==> config.mk <==
export PLATFORM = sky130hd
export DESIGN_NAME = shbi_ctrl
export DESIGN_NICKNAME = d
export VERILOG_FILES = /design/src/design/shbi_pkg.sv /design/src/design/shbi_ctrl.sv
export SDC_FILE = /design/constraint.sdc
export NUM_CORES = 1
export LEC_CHECK = 0
export BUFFER_PORTS_ARGS = -buffer_cell sky130_fd_sc_hd__buf_4
export CELL_PAD_IN_SITES_DETAIL_PLACEMENT = 0
export CELL_PAD_IN_SITES_GLOBAL_PLACEMENT = 1
export CORE_ASPECT_RATIO = 0.9
export CORE_MARGIN = 5
export CORE_UTILIZATION = 37
export CTS_CLUSTER_SIZE = 8
export DETAILED_ROUTE_END_ITERATION = 8
export GPL_TIMING_DRIVEN = 1
export PLACE_DENSITY_LB_ADDON = 0.12
export SLEW_MARGIN = 25
export SYNTH_ARGS = -nofsm -noshare
export SYNTH_HDL_FRONTEND = slang
export SYNTH_SLANG_ARGS = --single-unit
export TNS_END_PERCENT = 50
==> constraint.sdc <==
create_clock -name i_clk -period 2.45 [get_ports i_clk]
set_input_delay 0.49 -clock i_clk [delete_from_list [all_inputs] [get_ports i_clk]]
set_output_delay 0.49 -clock i_clk [all_outputs]
set_load 0.05 [all_outputs]
==> src/design/shbi_pkg.sv <==
`timescale 1ns / 1ps
// ----------------------------------------------------------------------------
// shbi_pkg
// Types, constants and helpers shared by the shelter heat balance integrator.
// ----------------------------------------------------------------------------
package shbi_pkg;

    localparam int unsigned MAX_SUBSTEP_DEF = 20;
    localparam int KELVIN_Q8  = 69926;
    localparam int SIGMA_Q40  = 62346;
    localparam int RHO_CP     = 1214;
    localparam int TEMP_MAX   = 25600;
    localparam int FLUX_MIN   = -65536;
    localparam int FLUX_MAX   = 65535;

    localparam int RST_U      = 1536;
    localparam int RST_ABS    = 55706;
    localparam int RST_CAPC   = 8736;
    localparam int RST_CAPS   = 0;
    localparam int RST_STEP   = 180;
    localparam int RST_HH     = 1024;
    localparam int RST_CPG    = 282;
    localparam int RST_TEMP   = 3072;

    localparam int TW    = 16;
    localparam int FW    = 17;
    localparam int CIW   = 3;
    localparam int CDW   = 20;
    localparam int NW    = 12;
    localparam int NUMW  = 50;
    localparam int DENW  = 37;

    typedef logic signed [36:0] t_mula;
    typedef logic signed [29:0] t_mulb;
    typedef logic signed [66:0] t_prod;
    typedef logic signed [51:0] t_wide;
    typedef logic signed [50:0] t_num;
    typedef logic signed [35:0] t_diff;
    typedef logic signed [26:0] t_tot;
    typedef logic signed [24:0] t_flx;

    typedef enum logic [CIW-1:0] {
        REG_U    = 3'd0,
        REG_ABS  = 3'd1,
        REG_CAPC = 3'd2,
        REG_CAPS = 3'd3,
        REG_STEP = 3'd4,
        REG_HH   = 3'd5,
        REG_CPG  = 3'd6
    } t_reg_idx;

    typedef enum logic [4:0] {
        OP_DN, OP_UC, OP_AC, OP_CAIR, OP_NC, OP_NA, OP_SK1, OP_SK2,
        OP_C1, OP_C2, OP_SG, OP_HS, OP_HO, OP_HI, OP_TOT, OP_TS,
        OP_DTC, OP_IS, OP_DTI, OP_DNET
    } t_op;

    typedef struct packed {
        t_op  op;
        logic load;
        logic mul;
        logic wb;
        logic div_start;
        logic sub_inc;
        logic out_load;
    } t_cmd;

    typedef struct packed {
        logic div_done;
        logic last;
        logic out_free;
    } t_sts;

    // round half away from zero, then shift right
    function automatic t_prod shr_rnd(t_prod x, int unsigned s);
        t_prod m;
        t_prod r;
        m = (x < 0) ? -x : x;
        r = (m + (t_prod'(1) <<< (s - 1))) >>> s;
        return (x < 0) ? -r : r;
    endfunction

    function automatic logic signed [TW-1:0] sat_temp(t_wide x);
        if (x > t_wide'(TEMP_MAX)) begin
            return TW'(TEMP_MAX);
        end else if (x < t_wide'(-TEMP_MAX)) begin
            return TW'(-TEMP_MAX);
        end
        return x[TW-1:0];
    endfunction

    function automatic logic signed [FW-1:0] sat_flux(t_wide x);
        if (x > t_wide'(FLUX_MAX)) begin
            return FW'(FLUX_MAX);
        end else if (x < t_wide'(FLUX_MIN)) begin
            return FW'(FLUX_MIN);
        end
        return x[FW-1:0];
    endfunction

endpackage

==> src/design/shbi_ctrl.sv <==
`timescale 1ns / 1ps
// ----------------------------------------------------------------------------
// shbi_ctrl
// Sequencer: steps the datapath through setup, substeps and result hand-off.
// ----------------------------------------------------------------------------
module shbi_ctrl (
    input  logic           i_clk,
    input  logic           i_rst_n,
    input  logic           i_in_valid,
    output logic           o_in_ready,
    input  shbi_pkg::t_sts i_sts,
    output shbi_pkg::t_cmd o_cmd
);
    typedef enum logic [4:0] {
        S_IDLE = 5'b00001,
        S_DIV  = 5'b00010,
        S_WAIT = 5'b00100,
        S_MUL  = 5'b01000,
        S_OUT  = 5'b10000
    } t_state;

    t_state        r_state, n_state;
    shbi_pkg::t_op r_op, n_op;
    logic          r_ph, n_ph;

    function automatic shbi_pkg::t_op f_next(shbi_pkg::t_op op, logic last);
        case (op)
            shbi_pkg::OP_DN:   return shbi_pkg::OP_UC;
            shbi_pkg::OP_UC:   return shbi_pkg::OP_AC;
            shbi_pkg::OP_AC:   return shbi_pkg::OP_CAIR;
            shbi_pkg::OP_CAIR: return shbi_pkg::OP_NC;
            shbi_pkg::OP_NC:   return shbi_pkg::OP_NA;
            shbi_pkg::OP_NA:   return shbi_pkg::OP_SK1;
            shbi_pkg::OP_SK1:  return shbi_pkg::OP_SK2;
            shbi_pkg::OP_SK2:  return shbi_pkg::OP_C1;
            shbi_pkg::OP_C1:   return shbi_pkg::OP_C2;
            shbi_pkg::OP_C2:   return shbi_pkg::OP_SG;
            shbi_pkg::OP_SG:   return shbi_pkg::OP_HS;
            shbi_pkg::OP_HS:   return shbi_pkg::OP_HO;
            shbi_pkg::OP_HO:   return shbi_pkg::OP_HI;
            shbi_pkg::OP_HI:   return shbi_pkg::OP_TOT;
            shbi_pkg::OP_TOT:  return shbi_pkg::OP_TS;
            shbi_pkg::OP_TS:   return shbi_pkg::OP_DTC;
            shbi_pkg::OP_DTC:  return shbi_pkg::OP_IS;
            shbi_pkg::OP_IS:   return shbi_pkg::OP_DTI;
            shbi_pkg::OP_DTI:  return last ? shbi_pkg::OP_DNET : shbi_pkg::OP_C1;
            default:           return shbi_pkg::OP_DN;
        endcase
    endfunction

    function automatic logic f_is_div(shbi_pkg::t_op op);
        return (op == shbi_pkg::OP_DTC) || (op == shbi_pkg::OP_DTI) ||
               (op == shbi_pkg::OP_DNET);
    endfunction

    always_comb begin
        n_state    = r_state;
        n_op       = r_op;
        n_ph       = r_ph;
        o_cmd      = '0;
        o_cmd.op   = r_op;
        o_in_ready = 1'b0;
        case (r_state)
            S_IDLE: begin
                o_in_ready = 1'b1;
                if (i_in_valid) begin
                    o_cmd.load = 1'b1;
                    n_op       = shbi_pkg::OP_DN;
                    n_state    = S_MUL;
                end
            end
            S_DIV: begin
                o_cmd.div_start = 1'b1;
                n_state         = S_WAIT;
            end
            S_WAIT, S_MUL: begin
                if (r_state == S_MUL && !r_ph) begin
                    o_cmd.mul = 1'b1;
                    n_ph      = 1'b1;
                end else if (r_state == S_MUL || i_sts.div_done) begin
                    o_cmd.wb      = 1'b1;
                    o_cmd.sub_inc = (r_op == shbi_pkg::OP_DTI);
                    n_ph          = 1'b0;
                    n_op          = f_next(r_op, i_sts.last);
                    if (r_op == shbi_pkg::OP_DNET) begin
                        n_state = S_OUT;
                    end else if (f_is_div(n_op)) begin
                        n_state = S_DIV;
                    end else begin
                        n_state = S_MUL;
                    end
                end
            end
            S_OUT: begin
                if (i_sts.out_free) begin
                    o_cmd.out_load = 1'b1;
                    n_state        = S_IDLE;
                end
            end
            default: begin
                n_state = S_IDLE;
            end
        endcase
    end

    always_ff @(posedge i_clk) begin
        if (!i_rst_n) begin
            r_state <= S_IDLE;
            r_op    <= shbi_pkg::OP_DN;
            r_ph    <= 1'b0;
        end else begin
            r_state <= n_state;
            r_op    <= n_op;
            r_ph    <= n_ph;
        end
    end

endmodule

==> results.sh <==
export IMPL_cts_hold_buf=0
export IMPL_rsz0062_at_grt="false"
export IMPL_yosysTopAreaCell="dfxtp_1"
export IMPL_regArea_sq_um=220
export IMPL_post_route_period_util_pct=91.6
export IMPL_multi_input_area_sq_um=526
export IMPL_period_needed_ns=2.24
export IMPL_worstSetupStartpointType="register"
export IMPL_path_cells="or3_1 -> a211oi_4 -> and4b_1 -> buf_4"
export IMPL_worstMarginPinSlew_ns=0.499
export IMPL_grt_overflow=0
export IMPL_setup_slack_ns=0.205
export IMPL_finalSetupTns_ns=0
export IMPL_cts_buffers=3
export IMPL_routabilityCongestion=0.726
export IMPL_synth_edff_count=0
export IMPL_synth_top_area_share_pct=28.6
export IMPL_cts_root_buf="clkbuf_4"
export IMPL_synthArstFlopShare_pct=0
export IMPL_drc=0
export IMPL_num_antenna_cells=0
export IMPL_yosys_top_cells_area="dfxtp_1 (29%), nand2_1 (5.4%), a21oi_1 (4.5%)"
export IMPL_leakagePower_nw=0.351
export IMPL_fp_dieW_um=58.1
export IMPL_worst_path_max_fanout=6
export IMPL_worstSetupPathType="reg -> out"
export IMPL_first_iter_violations=19
export IMPL_setup_viol=0
export IMPL_worstPathRequired_ns=1.96
export IMPL_htree_levels=1
export IMPL_postRouteAntennaNets=0
export IMPL_clock_path_buffers=2
export IMPL_ioPinCount=18
export IMPL_layout_drive_gt1_share_pct=26.5
export IMPL_place_ws_ns=0.497
export IMPL_cpMaxStageDelayCell="or3_1"
export IMPL_clock_latency_ns=0.27
export IMPL_port_buffers=17
export IMPL_end_kind="primary output"
export IMPL_antenna_found_initial=0
export IMPL_first_pass_iters=4
export IMPL_post_drt_wl_per_cell_um=14.1
export IMPL_total_power_mw=0.745
export IMPL_netlist_area_sq_um=771
export IMPL_dp_hpwl_mm=1.44
export IMPL_post_cts_setup_buffers=0
export IMPL_die_y_um=53.3
export IMPL_synth_distinct_cells=40
export IMPL_ys_seq_area_share_pct=28.6
export IMPL_grt_max_degree=17
export IMPL_slew_headroom_pct=66.7
export IMPL_hold_class="in -> reg"
export IMPL_yosys_top_cells_count="dfxtp_1 (11), nand2_1 (11), a21oi_1 (7)"
export IMPL_grt_use_total_pct=13.3
export IMPL_status="finished, final reports clean"
export IMPL_num_rows=15
export IMPL_cap_violations=0
export IMPL_max_freq_mhz=446
export IMPL_ctsResizeCount=0
export IMPL_synthCells=95
export IMPL_area_delta_synth_final_pct=24.7
export IMPL_synth_nets=101
export IMPL_cts_tree="yes"
export IMPL_hold_viol=0
export IMPL_avgSynthCellArea_sq_um=8.11
export IMPL_coreArea_sq_um=1950
export IMPL_numClockSinks=11
export IMPL_start_util_pct=39.5
export IMPL_grt_pass1_vias=682
export IMPL_slowest_delay_ns=0.50
export IMPL_vias=769
export IMPL_clock_skew_ns=0.00216
export IMPL_synth_ff_latch_count=11
export IMPL_fillerInstances=195
export IMPL_dieArea_sq_um=3100
export IMPL_nets=120
export IMPL_ir_drop_uv=485
export IMPL_path_delay_family="simple AND/OR/NAND/NOR gates"
export IMPL_via_per_inst=5.57
export IMPL_yosys_warnings=0
export IMPL_clkTransAtPathRegs_ns=0.07
export IMPL_worst_path_buf_inv=1
export IMPL_wirelength_mm=1.95
export IMPL_slew_viol_final=0
export IMPL_pwr_density_cell_nw_per_um2=776
export IMPL_grt_first_pass_wirelength_mm=3.17
export IMPL_critPathArrivalTime_ns=1.75
export IMPL_yosys_most_used_dff="dfxtp_1"
final timing paths:
path	startpoint	endpoint	slack (ns)	depth (start not counted)
max	r_state[1]	o_cmd[1]	0.21	4
min	i_rst_n	r_state[0]	0.51	2
max reg2reg	r_state[2]	r_state[3]	0.60	4
min reg2reg	r_ph	r_ph	0.55	2
metrics by stage:
stage	hold slack (ns)	area [sq um]	util [%]	std cells
global placement	0.544	935	47.9	134
global route	0.523	961	49.2	138
detailed placement	0.525	935	47.9	134
CTS	0.497	961	49.2	138
finish	0.510	961	49.2	138
floorplan	0.495	783	-	95
final cells by class:
cell class              instances  area share [%]
multi-input cells              76            54.7
repair buffers                 20            15.6
well taps                      25            3.26
clock buffers                   4            2.73
inverters                       2           0.781
flip-flops and latches         11            22.9
layout by cell type (no fill, tap or decap), drive strengths merged, types with 3 or more instances in the layout:
cell type and instances:
o21ai 4, o22ai 4, nand2 11, nor2b 3, nand3 4, clkbuf 4, nor3 4, dfxtp 11
buf 20, a21oi 7, nor3b 6, nand3b 3
power by group:
group	leakage, nW	internal (mW)	switching (mW)
combinational	0.247	0.149	0.235
sequential	0.0892	0.200	0.0356
clock	0.0150	0.0630	0.0628
logic make-up after synthesis:
kind of cell,share of synthesized area [%]
xor+xnor,2.27
compound gates,24.8
buf+inv,4.87
flops,28.6
simple gates,38.2
mux,1.30
registers in the layout, indices dropped and copies added, names as in the netlist:
name	count
r_op	5
r_ph	1
r_state	5
routing by layer:
metal | up-vias | track usage, % | share of wire [%]
li1 | 395 | - | -
met1 | 354 | 19.3 | 52
met2 | 20 | 19.0 | 42
met3 | 0 | 2.68 | 5.9
met4 | 0 | 4.63 | 0
met5 | - | 0 | 0
Power figures use the tool's default switching activity.
